`src/hw/rtl/lfu_pkg.sv`:
```
// Shared types and constants for the LFU cache with LRU tie-break.
// No dependencies; imported by every other file of the block.
package lfu_pkg;

    localparam int CAP_W  = 5;
    localparam int KEY_W  = 32;
    localparam int VAL_W  = 32;
    localparam int CNT_W  = 32;

    localparam logic [CNT_W-1:0] CNT_MAX = '1;
    localparam logic [CAP_W-1:0] CAP_RESET = 5'd16;

    localparam logic MODE_GET = 1'b0;
    localparam logic MODE_PUT = 1'b1;

    typedef enum logic [1:0] {
        ST_IDLE,
        ST_SCAN,
        ST_COMMIT
    } lfu_state_t;

    typedef struct packed {
        logic load;
        logic step;
        logic commit;
    } lfu_cmd_t;

    typedef struct packed {
        logic scan_last;
        logic out_free;
    } lfu_sts_t;

endpackage

```
`src/hw/rtl/lfu_if.sv`:
```
// Handshake channel interfaces: request, response and configuration write.
// Depends on lfu_pkg for field widths.
interface lfu_req_if;
    import lfu_pkg::*;
    logic                    valid;
    logic                    ready;
    logic                    mode;
    logic signed [KEY_W-1:0] key;
    logic signed [VAL_W-1:0] value;
    modport source (output valid, mode, key, value, input ready);
    modport sink   (input valid, mode, key, value, output ready);
endinterface

interface lfu_rsp_if;
    import lfu_pkg::*;
    logic                    valid;
    logic                    ready;
    logic                    found;
    logic signed [VAL_W-1:0] read_value;
    modport source (output valid, found, read_value, input ready);
    modport sink   (input valid, found, read_value, output ready);
endinterface

interface lfu_cfg_if;
    import lfu_pkg::*;
    logic             valid;
    logic             ready;
    logic [CAP_W-1:0] data;
    modport source (output valid, data, input ready);
    modport sink   (input valid, data, output ready);
endinterface

```
`src/hw/rtl/lfu_cache_lru_tiebreak_unit.sv`:
```
// A request is answered once the entry scan has visited every entry and the commit has run.
// The single-lane entry scan holds off the next request until the current one commits.
// The response register lets the next request be taken while a response waits.
// Reset (rst_n, asynchronous, active low) empties the cache and sets capacity to 16.
// Depends on lfu_pkg, lfu_if, lfu_ctrl and lfu_datapath.
module lfu_cache_lru_tiebreak_unit #(
    parameter int ENTRIES = 16
) (
    input  logic      clk,
    input  logic      rst_n,
    lfu_req_if.sink   req,
    lfu_rsp_if.source rsp,
    lfu_cfg_if.sink   cfg
);
    import lfu_pkg::*;

    // The controller walks accept, scan and commit; the datapath holds all
    // entry state and reports when the scan reaches the last entry and
    // whether the response register can take a new transfer.
    lfu_cmd_t cmd;
    lfu_sts_t sts;
    logic     req_ready;

    // Configuration writes are always taken; the user must send them only while idle, which the block does not enforce.
    assign cfg.ready = 1'b1;
    assign req.ready = req_ready;

    lfu_ctrl u_ctrl (
        .clk       (clk),
        .rst_n     (rst_n),
        .req_valid (req.valid),
        .req_ready (req_ready),
        .sts       (sts),
        .cmd       (cmd)
    );

    lfu_datapath #(
        .ENTRIES (ENTRIES)
    ) u_datapath (
        .clk            (clk),
        .rst_n          (rst_n),
        .cmd            (cmd),
        .sts            (sts),
        .req_mode       (req.mode),
        .req_key        (req.key),
        .req_value      (req.value),
        .cfg_valid      (cfg.valid),
        .cfg_data       (cfg.data),
        .rsp_ready      (rsp.ready),
        .rsp_valid      (rsp.valid),
        .rsp_found      (rsp.found),
        .rsp_read_value (rsp.read_value)
    );

endmodule

```
`src/hw/rtl/lfu_ctrl.sv`:
```
// Sequencer of the LFU cache: accept, scan over all entries, commit.
// Depends on lfu_pkg for the state, command and status types.
module lfu_ctrl (
    input  logic              clk,
    input  logic              rst_n,
    input  logic              req_valid,
    output logic              req_ready,
    input  lfu_pkg::lfu_sts_t sts,
    output lfu_pkg::lfu_cmd_t cmd
);
    import lfu_pkg::*;

    lfu_state_t state_reg;
    lfu_state_t state_next;

    always_ff @(posedge clk or negedge rst_n)
    begin
        if (!rst_n)
            state_reg <= ST_IDLE;
        else
            state_reg <= state_next;
    end

    always_comb
    begin
        state_next = state_reg;
        case (state_reg)
            ST_IDLE:   if (req_valid) state_next = ST_SCAN;
            ST_SCAN:   if (sts.scan_last) state_next = ST_COMMIT;
            ST_COMMIT: if (sts.out_free) state_next = ST_IDLE;
            default:   state_next = ST_IDLE;
        endcase
    end

    always_comb
    begin
        req_ready  = 1'b0;
        cmd.load   = 1'b0;
        cmd.step   = 1'b0;
        cmd.commit = 1'b0;
        case (state_reg)
            ST_IDLE:
            begin
                req_ready = 1'b1;
                cmd.load  = req_valid;
            end
            ST_SCAN:   cmd.step   = 1'b1;
            ST_COMMIT: cmd.commit = sts.out_free;
            default:   req_ready  = 1'b0;
        endcase
    end

endmodule

```
`src/hw/rtl/lfu_datapath.sv`:
```
// Entry storage, scan trackers, parallel commit update and output register.
// Depends on lfu_pkg for widths, constants and command/status types.
module lfu_datapath #(
    parameter int ENTRIES = 16
) (
    input  logic                             clk,
    input  logic                             rst_n,
    input  lfu_pkg::lfu_cmd_t                cmd,
    output lfu_pkg::lfu_sts_t                sts,
    input  logic                             req_mode,
    input  logic signed [lfu_pkg::KEY_W-1:0] req_key,
    input  logic signed [lfu_pkg::VAL_W-1:0] req_value,
    input  logic                             cfg_valid,
    input  logic [lfu_pkg::CAP_W-1:0]        cfg_data,
    input  logic                             rsp_ready,
    output logic                             rsp_valid,
    output logic                             rsp_found,
    output logic signed [lfu_pkg::VAL_W-1:0] rsp_read_value
);
    import lfu_pkg::*;

    localparam int IW = (ENTRIES > 1) ? $clog2(ENTRIES) : 1;
    localparam int OW = $clog2(ENTRIES + 1);
    localparam int CW = (CAP_W > OW) ? CAP_W : OW;

    // Entry storage; each lane is also read in parallel during commit.
    logic             valid_reg [ENTRIES];
    logic [KEY_W-1:0] key_reg   [ENTRIES];
    logic [VAL_W-1:0] val_reg   [ENTRIES];
    logic [CNT_W-1:0] cnt_reg   [ENTRIES];
    logic [IW-1:0]    rank_reg  [ENTRIES];
    logic [OW-1:0]    occ_reg;
    logic [CAP_W-1:0] cap_reg;

    // Captured request.
    logic             mode_reg;
    logic [KEY_W-1:0] rkey_reg;
    logic [VAL_W-1:0] rval_reg;

    // Scan trackers.
    logic [IW-1:0]    idx_reg;
    logic             hit_reg;
    logic [IW-1:0]    hit_idx_reg;
    logic [IW-1:0]    hit_rank_reg;
    logic [CNT_W-1:0] hit_cnt_reg;
    logic [VAL_W-1:0] hit_val_reg;
    logic             vic_reg;
    logic [IW-1:0]    vic_idx_reg;
    logic [IW-1:0]    vic_rank_reg;
    logic [CNT_W-1:0] vic_cnt_reg;
    logic             free_reg;
    logic [IW-1:0]    free_idx_reg;

    logic             out_valid_reg;
    logic             out_found_reg;
    logic [VAL_W-1:0] out_value_reg;

    // Lane under scan.
    logic             lane_valid;
    logic [KEY_W-1:0] lane_key;
    logic [CNT_W-1:0] lane_cnt;
    logic [IW-1:0]    lane_rank;
    logic             lane_better;

    assign lane_valid = valid_reg[idx_reg];
    assign lane_key   = key_reg[idx_reg];
    assign lane_cnt   = cnt_reg[idx_reg];
    assign lane_rank  = rank_reg[idx_reg];
    assign lane_better = !vic_reg || (lane_cnt < vic_cnt_reg) ||
                         ((lane_cnt == vic_cnt_reg) && (lane_rank > vic_rank_reg));

    assign sts.scan_last = (idx_reg == IW'(ENTRIES - 1));
    assign sts.out_free  = !out_valid_reg || rsp_ready;

    always_ff @(posedge clk or negedge rst_n)
    begin
        if (!rst_n)
            cap_reg <= CAP_RESET;
        else if (cfg_valid)
            cap_reg <= cfg_data;
    end

    always_ff @(posedge clk)
    begin
        if (cmd.load)
        begin
            mode_reg <= req_mode;
            rkey_reg <= unsigned'(req_key);
            rval_reg <= unsigned'(req_value);
            idx_reg  <= '0;
            hit_reg  <= 1'b0;
            vic_reg  <= 1'b0;
            free_reg <= 1'b0;
        end
        else if (cmd.step)
        begin
            idx_reg <= IW'(idx_reg + 1'b1);
            if (lane_valid)
            begin
                if (!hit_reg && lane_key == rkey_reg)
                begin
                    hit_reg      <= 1'b1;
                    hit_idx_reg  <= idx_reg;
                    hit_rank_reg <= lane_rank;
                    hit_cnt_reg  <= lane_cnt;
                    hit_val_reg  <= val_reg[idx_reg];
                end
                if (lane_better)
                begin
                    vic_reg      <= 1'b1;
                    vic_idx_reg  <= idx_reg;
                    vic_rank_reg <= lane_rank;
                    vic_cnt_reg  <= lane_cnt;
                end
            end
            else if (!free_reg)
            begin
                free_reg     <= 1'b1;
                free_idx_reg <= idx_reg;
            end
        end
    end

    // Commit decision.
    logic [CW-1:0] cap_ext;
    logic [CW-1:0] cap_eff;
    logic          cap_ok;
    logic          full;
    logic          upd;
    logic          do_fill;
    logic          new_slot;
    logic [IW-1:0] tgt;
    logic [IW:0]   thr;
    logic [CNT_W-1:0] tgt_cnt;

    always_comb
    begin
        cap_ext  = CW'(cap_reg);
        cap_eff  = (cap_ext > CW'(ENTRIES)) ? CW'(ENTRIES) : cap_ext;
        cap_ok   = (cap_eff != '0);
        full     = (CW'(occ_reg) >= cap_eff);
        upd      = 1'b0;
        do_fill  = 1'b0;
        new_slot = 1'b0;
        tgt      = hit_idx_reg;
        thr      = {1'b0, hit_rank_reg};
        tgt_cnt  = (hit_cnt_reg == CNT_MAX) ? hit_cnt_reg : hit_cnt_reg + 1'b1;
        if (hit_reg)
        begin
            upd = (mode_reg == MODE_GET) || cap_ok;
        end
        else if (mode_reg == MODE_PUT && cap_ok)
        begin
            if (full)
            begin
                // Evicting and refilling one slot only ages entries younger than it.
                upd     = vic_reg;
                do_fill = vic_reg;
                tgt     = vic_idx_reg;
                thr     = {1'b0, vic_rank_reg};
            end
            else
            begin
                upd      = free_reg;
                do_fill  = free_reg;
                new_slot = free_reg;
                tgt      = free_idx_reg;
                thr      = (IW + 1)'(ENTRIES);
            end
            tgt_cnt = CNT_W'(1);
        end
    end

    always_ff @(posedge clk or negedge rst_n)
    begin
        if (!rst_n)
        begin
            for (int j = 0; j < ENTRIES; j++)
                valid_reg[j] <= 1'b0;
            occ_reg <= '0;
        end
        else if (cmd.commit && new_slot)
        begin
            valid_reg[tgt] <= 1'b1;
            occ_reg        <= OW'(occ_reg + 1'b1);
        end
    end

    always_ff @(posedge clk)
    begin
        if (cmd.commit && upd)
        begin
            for (int j = 0; j < ENTRIES; j++)
            begin
                if (IW'(j) == tgt)
                    rank_reg[j] <= '0;
                else if (valid_reg[j] && ({1'b0, rank_reg[j]} < thr))
                    rank_reg[j] <= IW'(rank_reg[j] + 1'b1);
            end
            cnt_reg[tgt] <= tgt_cnt;
            if (mode_reg == MODE_PUT)
                val_reg[tgt] <= rval_reg;
            if (do_fill)
                key_reg[tgt] <= rkey_reg;
        end
    end

    always_ff @(posedge clk or negedge rst_n)
    begin
        if (!rst_n)
            out_valid_reg <= 1'b0;
        else if (cmd.commit)
            out_valid_reg <= 1'b1;
        else if (rsp_ready)
            out_valid_reg <= 1'b0;
    end

    always_ff @(posedge clk)
    begin
        if (cmd.commit)
        begin
            out_found_reg <= hit_reg;
            out_value_reg <= (hit_reg && mode_reg == MODE_GET) ? hit_val_reg : '0;
        end
    end

    assign rsp_valid      = out_valid_reg;
    assign rsp_found      = out_found_reg;
    assign rsp_read_value = signed'(out_value_reg);

endmodule
```
`src/flat_wrapper.sv`:
```
// flat-port wrapper written by rule: the top's interface ports become plain ports
module lfu_cache_lru_tiebreak_unit_flat import lfu_pkg::*;
#(
    parameter int ENTRIES = 16
)
  (clk, rst_n, req_valid, req_mode, req_key, req_value, req_ready, rsp_valid, rsp_found, rsp_read_value, rsp_ready, cfg_valid, cfg_data, cfg_ready);
  lfu_req_if req_i ();
  lfu_rsp_if rsp_i ();
  lfu_cfg_if cfg_i ();
  input  logic clk;
  input  logic rst_n;
  input wire logic [$bits(req_i.valid)-1:0] req_valid;
  input wire logic [$bits(req_i.mode)-1:0] req_mode;
  input wire logic [$bits(req_i.key)-1:0] req_key;
  input wire logic [$bits(req_i.value)-1:0] req_value;
  output wire logic [$bits(req_i.ready)-1:0] req_ready;
  output wire logic [$bits(rsp_i.valid)-1:0] rsp_valid;
  output wire logic [$bits(rsp_i.found)-1:0] rsp_found;
  output wire logic [$bits(rsp_i.read_value)-1:0] rsp_read_value;
  input wire logic [$bits(rsp_i.ready)-1:0] rsp_ready;
  input wire logic [$bits(cfg_i.valid)-1:0] cfg_valid;
  input wire logic [$bits(cfg_i.data)-1:0] cfg_data;
  output wire logic [$bits(cfg_i.ready)-1:0] cfg_ready;
  assign req_i.valid = req_valid;
  assign req_i.mode = req_mode;
  assign req_i.key = req_key;
  assign req_i.value = req_value;
  assign req_ready = req_i.ready;
  assign rsp_valid = rsp_i.valid;
  assign rsp_found = rsp_i.found;
  assign rsp_read_value = rsp_i.read_value;
  assign rsp_i.ready = rsp_ready;
  assign cfg_i.valid = cfg_valid;
  assign cfg_i.data = cfg_data;
  assign cfg_ready = cfg_i.ready;
  lfu_cache_lru_tiebreak_unit #(.ENTRIES(ENTRIES)) u_core (.clk(clk), .rst_n(rst_n), .req(req_i), .rsp(rsp_i), .cfg(cfg_i));
endmodule
```
`config.mk`:
```
export PLATFORM = sky130hd
export DESIGN_NAME = lfu_cache_lru_tiebreak_unit_flat
export DESIGN_NICKNAME = d
export VERILOG_FILES = /design/src/hw/rtl/lfu_pkg.sv /design/src/hw/rtl/lfu_if.sv /design/src/hw/rtl/lfu_cache_lru_tiebreak_unit.sv /design/src/hw/rtl/lfu_ctrl.sv /design/src/hw/rtl/lfu_datapath.sv /design/src/flat_wrapper.sv
export SDC_FILE = /design/constraint.sdc
export NUM_CORES = 2
export LEC_CHECK = 0
export BUFFER_PORTS_ARGS = -buffer_cell sky130_fd_sc_hd__buf_2
export CORE_UTILIZATION = 60
export DETAILED_ROUTE_END_ITERATION = 7
export MAX_ROUTING_LAYER = met4
export PLACE_DENSITY = 0.76
export SETUP_SLACK_MARGIN = 0.2
export SLEW_MARGIN = 20
export SYNTH_ARGS = -nofsm -noshare
export SYNTH_HDL_FRONTEND = slang
export SYNTH_SLANG_ARGS = --single-unit
export TNS_END_PERCENT = 10
```
`constraint.sdc`:
```
create_clock -name clk -period 19.4 [get_ports clk]
set_input_delay 0.97 -clock clk [delete_from_list [all_inputs] [get_ports clk]]
set_output_delay 0.97 -clock clk [all_outputs]
set_load 0.02 [all_outputs]
```
# Word level (Yosys, flattened, before mapping)
# Memories as Yosys holds them, arrays and structs flattened. A register that Yosys moved wholly into a read port is not among the register bits.
# Cells that the tools add are included.
# Widths: inputs -> output; s select.
[word_totals]
ff_bits = 218
latchBits = 0
ram_bits = 1600
romBits = 0
input_bits = 75
out_inout_bits = 36
word_cells = 344
memories = 4
[memory_table]
columns = ["memory", "words", "width", "read_ports", "rd_clocked_by_memory_dff", "wr", "line_no", "text"]
rows = [
  ["u_core.u_datapath.cnt_reg", 16, 32, 1, 1, 1, "lfu_datapath.sv:30", "logic [CNT_W-1:0] cnt_reg [ENTRIES];"],
  ["u_core.u_datapath.key_reg", 16, 32, 1, 1, 1, "lfu_datapath.sv:28", "logic [KEY_W-1:0] key_reg [ENTRIES];"],
  ["u_core.u_datapath.val_reg", 16, 32, 1, 1, 1, "lfu_datapath.sv:29", "logic [VAL_W-1:0] val_reg [ENTRIES];"],
  ["u_core.u_datapath.rank_reg", 16, 4, 17, 1, 16, "lfu_datapath.sv:31", "logic [IW-1:0] rank_reg [ENTRIES];"],
]
[classes]
addsub = 19
mul = 0
div = 0
n_lt_le_gt_ge = 23
n_eq_ne = 24
n_shift = 0
n_mux = 174
n_bitwise = 23
n_reduce_logical = 41
[op_table]
columns = ["operator", "count"]
rows = [
  ["$mux 1", 136],
  ["$mux 4", 25],
  ["$mux 32", 3],
  ["$lt 4x5->1", 16],
  ["$add 4x1->4 const B", 17],
  ["$eq 32x32->1", 2],
  ["$add 32x1->32 const B", 1],
  ["$eq 32x32->1 const B", 1],
  ["$eq 4x4->1 const A", 8],
  ["$lt 32x32->1", 1],
  ["$logic_and 1x1->1", 23],
  ["$mux 5", 4],
  ["$eq 3x4->1 const A", 4],
  ["$or 1x1->1", 16],
  ["$or 16x16->16", 1],
  ["$reduce_and 4->1", 3],
  ["$ge 5x5->1 const B", 2],
  ["$not 4->5", 2],
  ["$reduce_and 3->1", 3],
  ["$eq 2x4->1 const A", 2],
  ["$mux 2", 3],
  ["$pmux 2 s3", 1],
  ["$add 5x1->5 const B", 1],
  ["$ge 5x5->1", 1],
  ["19 further kinds", 28],
]

# Depth between registers and ports, before layout
[depth]
word_depth = 13
depth_mapped = 17

# By module
# A second synthesis with hierarchy kept.
[hier_totals]
hier_cells = 3589
area_unflattened_um2 = 73999.7
[modules_own_cells]
columns = ["module", "instances", "cells_per_inst", "area_each_um2", "seq_area_each_um2"]
rows = [
  ["lfu_datapath", 1, 3575, 73879.6, 55369.4],
  ["lfu_ctrl", 1, 12, 108.9, 50.0],
  ["lfu_cache_lru_tiebreak_unit", 1, 2, 11.3, 0.0],
]

# Least setup slack after synthesis
# Ideal clock, no wire load.
[synth_timing]
kind = "reg-to-reg"
startpoint = "register (tool-made name)"
endpoint = "register u_core.u_datapath.vic_cnt_reg[0] (enable)"
setup_ns = 0.493
arrival_time_ns = 7.068
required_time_ns = 18.907
path_slack_ns = 11.839
stages_incl_launch_ff = 18
cell_sequence = "dfxtp_1 buf_6 buf_12 buf_12 buf_4 buf_2 buf_1 mux4_2 mux4_2 ha_1 a21o_1 a21o_1 a21o_1 a21o_1 a21oi_1 o21ai_0 or4_1 o21ai_0"
[synth_rtl]
columns = ["element", "line_no", "text"]
rows = [
  ["end signal: assignment", "lfu_datapath.sv:113", "vic_cnt_reg <= lane_cnt;"],
  ["end: declaration", "lfu_datapath.sv:50", "logic [CNT_W-1:0] vic_cnt_reg;"],
]

==> flow_summary.yaml <==
outcome:
  status: "finished clean"
synth:
  syn_nets: 3750
  syn_area_per_cell_um2: 20.87
  synth_edf_count: 1814
  synth_ff_type: "edfxtp_1"
  synthesis.area_um2: 74440
  async_flop_share_pct: 1.564
  ys_ff_latch: 1854
  synth_cell_types: 72
  ys_seq_area_share_pct: 74.45
  yosys_warnings: 0
  syn-instance-count: 3567
pwr:
  peakVddDrop_mv: 0.1106
  p_leak_nw: 26.56
  power_density_nw_per_um2: 125.6
  total_power_mw: 10.39
global_routing:
  grt_pass1_wl_mm: 247.1
  grt_max_degree: 88
  grt_pass1_vias: 37770
  grt_usage_pct: 27.98
  grt.overflow.total: 0
  antenna_found_initial: 3
worst_setup_path:
  critPathMaxFanout: 40
  regToRegSetupSlack_ps: 13550
  path_class: "reg -> reg"
  cp-start-kind: "flip-flop"
  worstPathCellList: "buf_4, mux4_2, mux4_2, ha_1, a21o_1, a21o_1, a21o_1, a21o_1, a21oi_1, o21ai_0, or4_1, o21ai_4, buf_4"
  path_buf_inv: 2
  slowest_stage: "dfxtp_4"
  cp.required_ps: 19840
  slowest_delay_ps: 860
  worst-endpoint-arrival_ps: 6290
  critPathCaptureType: "flip-flop"
  cp_top_family: "compound AO/OA/AOI/OAI gates"
  crit_top_cell: "a21o_1"
timing:
  period_share_pct: 30.15
  drv_slew: 0
  setup_tns_ps: 0
  final.setup_skew_ps: 35.72
  timing.fmax_mhz: 171.0
  relSlewSlack_pct: 20.94
  period_minus_slack_ps: 5849
  tightest_slew_ps: 1186
  setup_violations: 0
  finalHoldViolations: 0
  rsz0062_at_grt: "false"
cts:
  post_cts_buffers: 0
  clk_latency_ps: 830
  cts-buffers-inserted: 178
  htreeDepth: 4
  cts.repair.resized: 0
  cts_max_path_buffers: 3
  cts_tree: "yes"
  clk_pin_slew_ps: 60
  ctsHoldBuffers: 0
  clockRootBuffer: "clkbuf_16"
  cts_sinks: 1854
route:
  wirelength_mm: 167.4
  vias_per_cell: 6.674
  drcViolationCount: 0
  num_vias: 36980
  wl_per_cell_um: 30.22
  first_pass_iters: 6
  drt_iter0_drc: 4535
  detail-route-antenna-nets: 0
floorplanning:
  die_x_um: 354.2
  die_y_um: 354.2
  core_area_um2: 122400
  io_pins: 111
  initial_utilization_pct: 60.84
  rows: 128
  die-area_um2: 125500
final_layout:
  stdcell_area_um2: 82770
  area_delta_synth_final_pct: 11.18
  final_common_cell: "edfxtp_1"
  drive_gt1_share_pct: 25.56
  final_net_count: 3961
  final_cell_mix: "1814 x edfxtp_1, 455 x mux4_2, 179 x clkbuf_16"
flow_run:
  maxCapViolations: 0
placed_design:
  place.gp.congestion: 0.8609
  io_buffers: 109
  dpl-instance-area_um2: 77370
  hpwl_mm: 84.89
worst_hold_path:
  min_path_type: "in -> async"
==> cells in the mapped netlist, types with 4 or more instances <==
| library cell | instances | area [µm²] |
|---|---|---|
| a221oi_1 | 23 | 201.4 |
| nor2b_1 | 17 | 106.4 |
| o211ai_1 | 17 | 127.6 |
| and3_1 | 13 | 81.33 |
| buf_1 | 35 | 131.4 |
| nor4_1 | 6 | 37.54 |
| buf_4 | 8 | 60.06 |
| dfrtp_1 | 28 | 700.7 |
| nand2_1 | 45 | 168.9 |
| dfxtp_1 | 11 | 220.2 |
| nor4b_1 | 47 | 411.6 |
| a21o_1 | 34 | 255.2 |
| ha_1 | 108 | 1351 |
| nand2b_1 | 11 | 68.82 |
| a211oi_1 | 10 | 75.07 |
| and4_1 | 4 | 35.03 |
| nand4_1 | 20 | 125.1 |
| a22oi_1 | 6 | 45.04 |
| clkbuf_1 | 67 | 251.5 |
| buf_6 | 5 | 56.30 |
| mux2i_1 | 60 | 600.6 |
| nor2_1 | 128 | 480.5 |
| a21oi_1 | 22 | 110.1 |
| o22ai_1 | 37 | 231.5 |
| mux4_1 | 7 | 183.9 |
| a22o_1 | 12 | 105.1 |
| o21ai_0 | 52 | 260.3 |
| or2_2 | 18 | 112.6 |
| nor3_1 | 29 | 145.1 |
| nor4bb_1 | 16 | 160.2 |
| or3_1 | 5 | 31.28 |
| nand3_1 | 39 | 195.2 |
| mux4_2 | 455 | 10250 |
| nand3b_1 | 37 | 277.8 |
| edfxtp_1 | 1814 | 54470 |
| buf_2 | 50 | 250.2 |
| mux2_2 | 17 | 191.4 |
| nor3b_1 | 5 | 37.54 |
| xnor2_1 | 39 | 341.6 |
| xor2_1 | 59 | 516.8 |
| and2_1 | 38 | 237.7 |
| inv_1 | 65 | 244.0 |
==> report_power, final <==
part           switching, mW  leakage (nW)  total, mW  internal (mW)
clock network           1.44          2.62       3.25           1.81
logic                   1.11          7.03       2.31           1.21
registers              0.254          16.9       4.83           4.57
total                   2.80          26.6       10.4           7.59
==> path summary, 6_finish.rpt <==
kind | from | to | cells past startpoint
setup reg to reg | flip-flop | u_core.u_datapath.vic_cnt_reg[31] | 13
hold reg to reg | u_core.u_datapath.occ_reg[4] | u_core.u_datapath.occ_reg[4] | 1
setup / recovery | flip-flop | u_core.u_datapath.vic_cnt_reg[31] | 13
max in group asynchronous | rst_n | u_core.u_datapath.valid_reg[2] | 1
hold / removal | rst_n | u_core.u_datapath.cap_ext[0] | 1
min in group clk | req_value[16] | u_core.u_datapath.rval_reg[16] | 1
==> worst register-to-register path: stages (launching register included) <==
cell and delay (ps):
dfxtp_4 860, buf_4 770, mux4_2 620, mux4_2 530
ha_1 310, a21o_1 160, a21o_1 170, a21o_1 200
a21o_1 180, a21oi_1 140, o21ai_0 140, or4_1 570
o21ai_4 320, buf_4 490
==> final cells by class <==
type	instances	area, µm²
clock buffer	235	4700
antenna	3	7.507
multi-input combinational	1481	18420
fill	7550	39590
sequential	1854	55450
inverter	65	247.7
tap	1625	2033
timing repair buffer	198	1224
clock inverter	80	683.2
==> cells by family (layout without fill, tap and decap cells) <==
group	count (synthesis)	after routing	synth area share (%)
compound gates	249	249	2.361
xor+xnor	98	98	1.153
buf+inv	232	578	1.388
simple gates	486	486	3.755
flops	1854	1854	74.45
fa+ha+maj	108	108	1.815
other cells	1	4	0.005037
mux	539	539	15.08
==> metrics by stage <==
step / util, % / hold slack [ps] / instances / setup WS [ps]
after floorplan: - / 451.9 / 3567 / 11840
after global placement: 63.23 / 470.1 / 5222 / 13520
after detailed placement: 63.23 / 475.7 / 5222 / 13470
after CTS: 67.63 / 208.0 / 5537 / 13460
after global routing: 67.64 / 265.6 / 5540 / 13200
final: 67.64 / 248.2 / 5541 / 13550
==> routing by layer <==
metal / wire (µm) / vias up / global-route usage, %
met5: 0 / - / -
met2: 82900 / 1896 / 43.40
met3: 13420 / 305 / 4.725
met1: 66670 / 19470 / 38.60
met4: 4458 / 0 / 8.819
li1: - / 15310 / -
Note: power is estimated with default switching activity, not from simulation.
